--- config.mk ---
export PLATFORM = sky130hd
export DESIGN_NAME = isp_blend
export DESIGN_NICKNAME = d
export VERILOG_FILES = /design/src/isp_pkg.sv /design/src/isp_blend.sv
export SDC_FILE = /design/constraint.sdc
export NUM_CORES = 1
export LEC_CHECK = 0
export BUFFER_PORTS_ARGS = -buffer_cell sky130_fd_sc_hd__buf_2
export CORE_MARGIN = 3
export CORE_UTILIZATION = 40
export DETAILED_ROUTE_END_ITERATION = 10
export SYNTH_ARGS = -nofsm -noshare
export SYNTH_HDL_FRONTEND = slang
export SYNTH_SLANG_ARGS = --single-unit
--- constraint.sdc ---
create_clock -name clk -period 7.4 [get_ports clk]
set_input_delay 0.37 -clock clk [delete_from_list [all_inputs] [get_ports clk]]
set_output_delay 0.37 -clock clk [all_outputs]
set_load 0.02 [all_outputs]
--- src/isp_pkg.sv ---
// isp_pkg: shared types and constants for the interpolating sample player
// used by isp_blend and interpolating_sample_player_core
// no dependencies
package isp_pkg;

  // default parameter values
  localparam int unsigned DEF_STORE_DEPTH   = 65536;
  localparam int unsigned DEF_SAMPLE_BITS   = 24;
  localparam int unsigned DEF_FRACTION_BITS = 16;

  // fixed field widths
  localparam int unsigned CMD_W      = 2;
  localparam int unsigned FRAME_ADDR_W = 16;
  localparam int unsigned POS_W      = 34;
  localparam int unsigned STEP_W     = 20;
  localparam int unsigned LEN_W      = 17;
  localparam int unsigned CFG_IDX_W  = 1;
  localparam int unsigned CFG_DATA_W = 20;

  // reset values of the registers
  localparam logic [STEP_W-1:0] STEP_RESET = STEP_W'(65536);
  localparam logic [LEN_W-1:0]  LEN_RESET  = '0;

  typedef enum logic [CMD_W-1:0] {
    CMD_WRITE   = 2'd0,
    CMD_RESTART = 2'd1,
    CMD_PLAY    = 2'd2
  } isp_cmd_t;

  typedef enum logic [CFG_IDX_W-1:0] {
    REG_STEP_RATIO    = 1'b0,
    REG_SAMPLE_LENGTH = 1'b1
  } isp_reg_t;

  // pipeline load strobes for the blend datapath
  typedef struct packed {
    logic ld_diff;
    logic ld_prod;
    logic ld_out;
  } isp_stage_en_t;

endpackage

--- src/isp_blend.sv ---
// isp_blend: three-stage linear blend of two neighbouring samples
// depends on isp_pkg (stage load strobes)
module isp_blend #(
  parameter int unsigned SAMPLE_BITS   = 24,
  parameter int unsigned FRACTION_BITS = 16
) (
  input  logic                      clk,
  input  isp_pkg::isp_stage_en_t    en,
  input  logic [SAMPLE_BITS-1:0]    a,
  input  logic [SAMPLE_BITS-1:0]    b,
  input  logic [FRACTION_BITS-1:0]  frac,
  input  logic                      act,
  output logic [SAMPLE_BITS-1:0]    result
);
  import isp_pkg::*;

  localparam int unsigned P_W = SAMPLE_BITS + FRACTION_BITS + 2;
  localparam logic signed [P_W-1:0] HALF = P_W'(1) <<< (FRACTION_BITS - 1);

  logic signed [SAMPLE_BITS:0]   diff;
  logic signed [SAMPLE_BITS-1:0] a_d;
  logic        [FRACTION_BITS-1:0] frac_d;
  logic signed [P_W-1:0]         prod;
  logic signed [SAMPLE_BITS-1:0] a_p;
  logic signed [P_W-1:0]         rounded;
  logic signed [P_W-1:0]         blended;

  always_ff @(posedge clk) begin
    if (en.ld_diff) begin
      diff   <= (SAMPLE_BITS+1)'($signed(b)) - (SAMPLE_BITS+1)'($signed(a));
      a_d    <= $signed(a);
      frac_d <= frac;
    end
    if (en.ld_prod) begin
      prod <= P_W'(diff) * P_W'($signed({1'b0, frac_d}));
      a_p  <= a_d;
    end
    if (en.ld_out) begin
      result <= act ? blended[SAMPLE_BITS-1:0] : '0;
    end
  end

  // ties round upward
  always_comb begin
    rounded = (prod + HALF) >>> FRACTION_BITS;
    blended = P_W'(a_p) + rounded;
  end

endmodule

Word level (Yosys, flattened, before mapping). Index checks and enable logic that the tools add are counted.

Bits in latches: 0. Memory bits (writable): 0. Logic and storage cells: 10. Memories: 0. Bits of input ports: 69. ROM bits: 0. Output and inout port bits: 24. Bits in registers: 153.

Bitwise operators: 0. Divide/modulo/power cells: 0. $lt $le $gt $ge: 0. Eq/ne operators: 0. Add/subtract/negate cells: 3. Shift-type cells: 0. Multiply operators: 1. Reductions and logical operators: 0. Multiplexer cells: 0.

Operators with widths (count): $add 40x17->40 const B (1); $mul 25x17->40 (1); $sub 24x24->25 (1); $add 24x24->24 (1).

Depth between registers and ports, before layout. Gate-level depths: netlist of run 1.

Depth in word-level cells: 2. Depth in mapped cells: 24. Depth with buffers taken out: 23.

Worst setup path after synthesis of run 1. Ideal clock, no wire load.

Kind: register to register. From: register diff[24]. To: register prod[39], data pin. Path buffers: 1. Setup slack: 1490 ps. Stages on the path, launching flop included: 21. Clock period less this slack: 5910 ps. Setup time: 266 ps. Required time: 7134 ps. Arrival time: 5643 ps. Cells stage by stage: edfxtp_1 clkbuf_1 nand2_1 fa_1 fa_1 inv_1 fa_1 fa_1 fa_1 inv_1 fa_1 inv_1 ha_1 nand2_1 o21ai_0 a21oi_1 o21bai_1 nand2_1 o21ai_2 mux2i_1 nand4_1.

Word-level cells in the longest chain between the ends: 1.

RTL lines: from (decl) (RTL line isp_blend.sv:20) `logic signed [SAMPLE_BITS:0] diff;`; from (signal assigned) (RTL line isp_blend.sv:30) `diff <= (SAMPLE_BITS+1)'($signed(b)) - (SAMPLE_BITS+1)'($signed(a));`; $mul 25x17->40 (RTL line isp_blend.sv:35) `prod <= P_W'(diff) * P_W'($signed({1'b0, frac_d}));`; to (signal assigned) (RTL line isp_blend.sv:35); to (decl) (RTL line isp_blend.sv:23) `logic signed [P_W-1:0] prod;`.

No other way between the ends. A chain may end at the register's enable or synchronous reset.

Worst setup path in the final report of run 1.
From: register frac_d[12]. To: register prod[30], data pin.

Word-level cells in the longest chain between the ends: 1.

RTL lines: from (decl) (RTL line isp_blend.sv:22) `logic [FRACTION_BITS-1:0] frac_d;`; from (signal assigned) (RTL line isp_blend.sv:32) `frac_d <= frac;`; $mul 25x17->40 (RTL line isp_blend.sv:35).

No other way between the ends.

==> results of run 1 <==
-- Yosys cell counts, types with 4 or more instances --
cell | n | area, µm²
o21bai_1 | 8 | 60.1
xnor2_1 | 67 | 587
o21a_1 | 7 | 52.6
nand3_1 | 23 | 115
and2_1 | 172 | 1080
o21ai_0 | 35 | 175
a21o_1 | 14 | 105
nor2_1 | 30 | 113
o211ai_1 | 5 | 37.5
xor2_1 | 25 | 219
and4_1 | 4 | 35.0
fa_1 | 379 | 7590
inv_1 | 465 | 1750
nand2_1 | 287 | 1080
nand2b_1 | 9 | 56.3
a21oi_1 | 44 | 220
ha_1 | 144 | 1800
and3_1 | 15 | 93.8
nor2b_1 | 12 | 75.1
a31oi_1 | 8 | 50.1
nand4_1 | 10 | 62.6
a211o_1 | 4 | 35.0
nor3_1 | 16 | 80.1
a211oi_1 | 7 | 52.6
edfxtp_1 | 138 | 4140
clkbuf_1 | 60 | 225
mux2i_1 | 4 | 40.0
o31ai_1 | 4 | 30.0
or3_1 | 5 | 31.3
-- final cells by class --
class / instances / area, µm²
Tap cell: 672 / 841
Inverter: 465 / 1750
Sequential cell: 138 / 4140
Timing Repair Buffer: 118 / 662
Antenna cell: 1 / 2.50
Clock inverter: 15 / 116
Multi-Input combinational cell: 1385 / 14300
Fill cell: 4820 / 28000
Clock buffer: 17 / 425
-- per-stage QoR --
stage	hold slack (ps)	instances	instance area, µm²	worst slack (ps)	utilization, %
after floorplan	400	2048	20400	1490	-
after global placement	402	2777	21700	629	43.1
after detailed placement	406	2777	21700	476	43.1
after CTS	49.8	2809	22200	436	44.2
after global routing	66.1	2810	22200	128	44.2
final	73.9	2811	22200	542	44.2
-- critical path, stage by stage (launching register included) --
cell and delay [ps]:
edfxtp_1 1020, nand2_1 170, fa_1 570, inv_1 60, fa_1 570, fa_1 430, fa_1 460, fa_1 510
inv_1 50, fa_1 470, inv_1 40, ha_1 390, a21oi_1 100, o21ai_0 450, o221ai_1 180, o21ai_0 220
o21ba_2 260, o21ai_0 340, a21oi_1 150, xnor2_1 150
-- sequential cells by signal, indices dropped and copies added (netlist names) --
| name | count |
|---|---|
| prod | 25 |
| a_p | 24 |
| diff | 25 |
| result | 24 |
| frac_d | 16 |
| a_d | 24 |
-- cell families after synthesis --
kind of cell | share of synthesized area, %
adders and majority gates | 46.0
AOI/OAI and AO/OA | 5.54
xor gates and xnor gates | 3.95
muxes | 0.196
buffers and inverters | 9.66
and+or+nand+nor | 14.3
DFF | 20.3
-- worst paths after layout --
path,endpoint,depth (start not counted),start
worst max register to register,prod[30]$_DFFE_PP_,19,frac_d[12]$_DFFE_PP_
worst min register to register,a_p[13]$_DFFE_PP_,0,a_d[13]$_DFFE_PP_
worst max-delay path,prod[30]$_DFFE_PP_,19,frac_d[12]$_DFFE_PP_
worst min-delay path,frac_d[1]$_DFFE_PP_,1,frac[1]
-- per-layer routing --
metal | vias to the layer above | track usage, %
met3 | 84 | 3.79
met5 | - | 0
li1 | 6428 | -
met4 | 4 | 5.96
met2 | 443 | 32.4
met1 | 7119 | 26.5
==> results.md, run 1 <==
- Top Ports: just over 90
- Drt pass-1 iters: 5
- Worst-Margin Slew: 1150 ps
- Via density per instance: between 5 and 6
- YS warnings: 0
- Startpoint Class: flop
- Worst-case clock buffer depth: 2
- Setup TNS: 0 ps
- CTS tree: built
- Horiz. Die Dim: 232 µm
- WL final: slightly above 50000 µm
- Worst path arrival time: 7050 ps
- Post-synth EDFFs: 138
- Area grow syn2layout: 8.93%
- Cts repair resizes: 0
- Routed metal-1 wirelength: about 22000 µm
- Hold Violations, Final: 0
- Gr usage total: roughly 20%
- Synth Flop Type: edfxtp_1
- Commonest non-fill, non-tap cells in the layout: inv_1, fa_1, nand2_1, and2_1, ha_1
- CTS buffer count: 17
- Initial antenna violation count: 4
- First-pass GRT wire length: slightly above 80000 µm
- Via count: about 14000
- Total grt overflow: 0
- # clock sinks: 138
- H-tree lvl count: 4
- DR WL met3: 3380 µm
- Maxcap violations: 0
- Die Area: 0.0538 mm²
- RSZ-0062 raised after global routing: no
- Clock Pin Slew Worst Setup and Hold Paths: 90 ps
- Vias in the first global route: between 15000 and 20000
- Max frequency: about 150 MHz
- Synth Register Bits: approximately 140
- Syn Nets: 2640
- Part of the cycle the worst path needs: between 90% and 100%
- Core Box Area: approximately 0.050 mm²
- Flop2flop setup slack: 540 ps
- Average size of a mapped cell: roughly 10 µm²
- Status: finished, final reports clean
- Syn Inst Count: 2048
- Fin. max-slew vios: 0
- Leading cell type in the layout, fill and taps excluded: inv_1
- Routed length on met2: about 24000 µm
- CP Class: flop to flop
- Share of layout cells above drive strength 1: about 7.9%
- WL/cell: roughly 18 µm
- # hold bufs at CTS: 0
- Finish-stage setup viols: 0
- Worst skew pair latency: approximately 470 ps
- Die Height: 232 µm
- DP HPWL: 39500 µm
- Post-route ant nets: 0
- Final setup skew: approximately 30 ps
- Post-layout minimum cycle time: 6860 ps
- Fraction of registers with async set/reset: 0%
- Nets@finish: about 2700
- IO buf count: between 90 and 100
- DRT iter0 DRCs: roughly 870
- Initial core utilization: 40.6%
- Clock root cell: clkbuf_16
- Critical Path RT: 7590 ps
- CP endpoint kind: flop
- Maximum fanout along the worst path: 16
- Postcts setup bufs: 0
- Max-slew headroom: 23.3%
- Row cnt: between 80 and 90
- DR top layer: met5
- Hold WC Path Type: primary input to flop
- GP Congestion: 0.874
- Synth cell types: 59
- Largest net degree at the start of global routing: 66
- Synthesized area: 0.0204 mm²
- Sequential area share after synthesis: 20.3%
- DRC Markers: 0
Power of run 1 is left out: the tool's default activity adds up to more than one toggle a clock period on the data nets, which glitch-free logic cannot reach.
==> run 2, diff against run 1 <==
--- a/config.mk
+++ b/config.mk
@@ -7,8 +7,9 @@
 export LEC_CHECK = 0
 export BUFFER_PORTS_ARGS = -buffer_cell sky130_fd_sc_hd__buf_2
 export CORE_MARGIN = 3
-export CORE_UTILIZATION = 40
+export CORE_UTILIZATION = 60
 export DETAILED_ROUTE_END_ITERATION = 10
+export PLACE_DENSITY = 0.78
 export SYNTH_ARGS = -nofsm -noshare
 export SYNTH_HDL_FRONTEND = slang
 export SYNTH_SLANG_ARGS = --single-unit
==> run 2 against run 1 <==
  * Fmax rose by 2.4%
  * Largest cell class unchanged
  * Core utilization up 22 points
  * Global-route usage rose by 7.6 points
  * Sequential cell count did not move
  * Final cell count fell by 8.6%
  * Highest routed layer is now met4
  * Critical path depth did not move
==> results.md, run 2 (synthesized netlist as in run 1, its figures left out) <==
- Commonest non-fill, non-tap cells in the layout: inv_1, fa_1, nand2_1, and2_1, ha_1
- Fin. max-slew vios: 0
- Maximum fanout along the worst path: 25
- GR met2 Demand/Resource: about 45%
- Met1 GRT Util: 36.0%
- First-pass GRT wire length: 76800 µm
- Slowest stage delay, CP: 950 ps
- Max frequency: around 150 MHz
- # clock sinks: 138
- RSZ-0062 raised after global routing: no
- Worst path arrival time: between 6000 and 7000 ps
- WL/cell: 18.2 µm
- Post-route ant nets: 0
- Crit Reg-Reg Endpoint: prod[39]$_DFFE_PP_
- DRT iter0 DRCs: 1311
- Crit. Startpoint: frac_d[3]$_DFFE_PP_
- Status: finished, final reports clean
- Core Box Area: around 0.033 mm²
- IO buf count: 92
- GP Congestion: ~0.9
- Cts repair resizes: 0
- CP max stage cell: edfxtp_1
- Clock Pin Slew Worst Setup and Hold Paths: 80 ps
- Startpoint Class: flop
- Nets@finish: 2705
- WL final: 46700 µm
- Share of layout cells above drive strength 1: 7.20%
- Worst r2r src: frac_d[3]$_DFFE_PP_
- Clock root cell: clkbuf_16
- Maxcap violations: 0
- Top flop regs: diff x25, prod x25
- CTS tree: built
- Max-slew headroom: 25.0%
- Horiz. Die Dim: 190 µm
- Leading cell type in the layout, fill and taps excluded: inv_1
- Hold Path Origin: frac[9]
- Setup TNS: 0 ps
- GR Layer Usage met3: 6.71%
- Die Area: 0.0363 mm²
- Flop2flop setup slack: 700 ps
- Worst skew pair latency: between 400 and 500 ps
- Vias in the first global route: around 15000
- Initial core utilization: 61.8%
- Worst Hold Path EP: frac_d[9]$_DFFE_PP_
- GRT busiest layer: met2
- # diodes: 0
- Post-layout minimum cycle time: 6700 ps
- Hold Violations, Final: 0
- CTS buffer count: 17
- Gr usage total: 27.3%
- Die Height: roughly 190 µm
- CP endpoint kind: flop
- Worst-Margin Slew: about 1100 ps
- Via density per instance: 5.58
- Via count: between 10000 and 15000
- Critical Path RT: 7590 ps
- Largest net degree at the start of global routing: 66
- Row cnt: 66
- H-tree lvl count: 4
- Drt pass-1 iters: 6
- CP Class: flop to flop
- Finish-stage setup viols: 0
- Cells on Worst Hold Path: 1
- CP dominant cell by count: fa_1
- Cell family with most CP delay: adder cells
- # hold bufs at CTS: 0
- Initial antenna violation count: 0
- Postcts setup bufs: 0
- Area grow syn2layout: 6.98%
- Hold WC Path Type: primary input to flop
- Total grt overflow: 0
- Top Ports: 93
- Ordered cell list for the critical path: nand2_1 -> fa_1 -> fa_1 -> inv_1 -> fa_1 -> fa_1 -> fa_1 -> inv_1 -> fa_1 -> inv_1 -> ha_1 -> nand2_1 -> o21ai_0 -> a21oi_1 -> o21bai_1 -> nand2_1 -> o21ai_2 -> mux2i_1 -> nand4_1
- Final setup skew: 22.7 ps
- DP HPWL: 36900 µm
- R2R depth: 19
- Worst Path Buf+Inv: 3
- DRC Markers: 0
- Worst-case clock buffer depth: 2
- Part of the cycle the worst path needs: 90.5%
==> run 2: cell count changes in the layout (fill, tap and decap cells not counted) <==
cell,change
inv_8,-2
clkinvlp_4,-4
buf_2,+1
clkbuf_1,+2
clkinv_2,-1
diode_2,-1
clkinv_4,+6
buf_6,-1
inv_6,-2
clkinv_1,+1
buf_4,-12
==> run 2: routing by layer <==
| layer | part of all wire, % | vias to the layer above |
|---|---|---|
| li1 | - | 6419 |
| met3 | 10 | 111 |
| met1 | 40 | 7121 |
| met5 | 0 | - |
| met4 | 2.7 | 0 |
| met2 | 47 | 670 |
==> run 2: worst max path at each step <==
stage / endpoint / depth (start not counted)
after global routing: prod[39]$_DFFE_PP_ / 19
final: prod[39]$_DFFE_PP_ / 19
after global placement: prod[34]$_DFFE_PP_ / 19
after floorplan: prod[39]$_DFFE_PP_ / 20
after detailed placement: prod[39]$_DFFE_PP_ / 19
after CTS: prod[39]$_DFFE_PP_ / 19
==> run 2: metrics by stage <==
| step | util [%] | cells | setup slack, ps | area, µm² | hold slack, ps |
|---|---|---|---|---|---|
| after floorplan | - | 2048 | 1490 | 20400 | 400 |
| after global placement | 64.5 | 2536 | 952 | 21300 | 401 |
| after detailed placement | 64.5 | 2536 | 804 | 21300 | 405 |
| after CTS | 66.1 | 2568 | 777 | 21800 | 69.3 |
| after global routing | 66.1 | 2568 | 278 | 21800 | 71.1 |
| final | 66.1 | 2568 | 705 | 21800 | 84.3 |
==> run 2: final cells by class <==
class	instances	area (µm²)
Sequential cell	138	4140
Tap cell	442	553
Inverter	465	1750
Multi-Input combinational cell	1385	14300
Clock inverter	13	97.6
Clock buffer	19	433
Fill cell	2502	11200
Timing Repair Buffer	106	566
==> run 2: worst register-to-register path, delay by kind of cell (launching register included) <==
kind / cells / cell delay (ps)
adders and majority gates: 7 / 3570
DFF: 1 / 950
AOI/OAI and AO/OA: 4 / 780
and+or+nand+nor: 4 / 590
buffers and inverters: 3 / 360
muxes: 1 / 190
Power of run 2 is left out for the same reason.
==> run 3, diff against run 2 <==
--- a/config.mk
+++ b/config.mk
@@ -10,6 +10,7 @@
 export CORE_UTILIZATION = 60
 export DETAILED_ROUTE_END_ITERATION = 10
 export PLACE_DENSITY = 0.78
+export RECOVER_POWER = 25
 export SYNTH_ARGS = -nofsm -noshare
 export SYNTH_HDL_FRONTEND = slang
 export SYNTH_SLANG_ARGS = --single-unit
==> run 3 against run 2 <==
  * Hold slack lost 5.1 ps
  * Sequential cell count unchanged
  * Routed wire length down 0.15%
  * Setup slack worse by 13 ps
  * Critical path depth unchanged
  * Final cell count did not move
  * Sequential share of layout area about the same
  * Critical path type unchanged
==> results.md, run 3 (synthesized netlist as in run 1, its figures left out) <==
- Status: finished, final reports clean
- Maxcap violations: 0
- Worst-case clock buffer depth: 2
- Final setup skew: 25.5 ps
- Critical Path RT: between 7000 and 8000 ps
- Top Ports: 93
- RSZ-0062 raised after global routing: no
- Top flop regs: diff x25, prod x25
- Leading cell type in the layout, fill and taps excluded: inv_1
- Clock root cell: clkbuf_16
- Area grow syn2layout: 6.81%
- Hold Violations, Final: 0
- CP Class: flop to flop
- Max-slew headroom: 15.6%
- Die Height: 190 µm
- Drt pass-1 iters: 6
- DRT iter0 DRCs: 1371
- Vias in the first global route: 15400
- Part of the cycle the worst path needs: 90.6%
- Commonest non-fill, non-tap cells in the layout: inv_1, fa_1, nand2_1, and2_1, ha_1
- Initial core utilization: 61.8%
- WL/cell: approximately 18 µm
- Post-route ant nets: 0
- Startpoint Class: flop
- Gr usage total: 27.3%
- CP dominant cell by count: fa_1
- Worst-Margin Slew: 1270 ps
- Post-layout minimum cycle time: 6710 ps
- Fin. max-slew vios: 0
- Total grt overflow: 0
- Cts repair resizes: 0
- Horiz. Die Dim: 190 µm
- Hold WC Path Type: primary input to flop
- Max frequency: 149 MHz
- CTS buffer count: 17
- Via count: 14300
- DRC Markers: 0
- WL final: 46700 µm
- Via density per instance: 5.57
- GP Congestion: around 0.90
- IO buf count: 92
- Postcts setup bufs: 0
- Finish-stage setup viols: 0
- First-pass GRT wire length: 76800 µm
- Slowest stage delay, CP: 950 ps
- DP HPWL: 36900 µm
- Cell family with most CP delay: adder cells
- # clock sinks: 138
- Nets@finish: roughly 2700
- Die Area: 0.0363 mm²
- CP endpoint kind: flop
- Worst skew pair latency: 460 ps
- Initial antenna violation count: 0
- Clock Pin Slew Worst Setup and Hold Paths: ~80 ps
- Row cnt: between 60 and 70
- # diodes: 0
- Ordered cell list for the critical path: nand2_1 -> fa_1 -> fa_1 -> inv_1 -> fa_1 -> fa_1 -> fa_1 -> inv_1 -> fa_1 -> inv_1 -> ha_1 -> nand2_1 -> o21ai_0 -> a21oi_1 -> o21bai_1 -> nand2_1 -> o21ai_2 -> mux2i_1 -> nand4_1
- Worst path arrival time: ~6900 ps
- # hold bufs at CTS: 0
- Maximum fanout along the worst path: 25
- Min Hold Slack: slightly below 80 ps
- Setup TNS: 0 ps
- Core Box Area: around 0.033 mm²
- CP max stage cell: edfxtp_1
- Share of layout cells above drive strength 1: between 5 and 6%
- CTS tree: built
- Worst Path Buf+Inv: 3
- H-tree lvl count: 4
- Largest net degree at the start of global routing: 66
[run 3: cell types whose count changed in the layout (fill, tap and decap cells not counted)]
cell      previous run  this run
clkbuf_1             2        29
buf_2               92        65
[run 3: through the flow]
step	utilization, %	setup WS, ps	instances	area [µm²]
6_report	66.0	692	2568	21800
5_1_grt	66.0	278	2568	21800
4_1_cts	66.1	777	2568	21800
3_5_place_dp	64.5	804	2536	21300
3_3_place_gp	64.5	952	2536	21300
2_1_floorplan	-	1490	2048	20400
[run 3: worst paths after layout]
| check | from | endpoint | slack, ps | cells after the start |
|---|---|---|---|---|
| worst max register to register | frac_d[3]$_DFFE_PP_ | prod[39]$_DFFE_PP_ | 690 | 19 |
| worst min register to register | a_d[6]$_DFFE_PP_ | a_p[6]$_DFFE_PP_ | 420 | 0 |
| worst max-delay path | frac_d[3]$_DFFE_PP_ | prod[39]$_DFFE_PP_ | 690 | 19 |
| worst min-delay path | frac[9] | frac_d[9]$_DFFE_PP_ | 80 | 1 |
[run 3: routing by layer]
metal  GRT usage [%]  routed length [µm]  share of wire (%)  vias up
met2            45.0               22200                 47      660
met4            8.64                1220                2.6        0
met1            36.0               18500                 40     7132
met3            6.71                4800                 10      102
li1                -                   -                  -     6416
met5               0                   0                  0        -
[run 3: cell type report]
cell class	instances	area [µm²]
clock buffers	19	433
inverters	465	1750
repair buffers	106	532
multi-input cells	1385	14300
fillers	2514	11200
clock inverters	13	97.6
well taps	442	553
flip-flops and latches	138	4140
Power of run 3 is left out for the same reason.
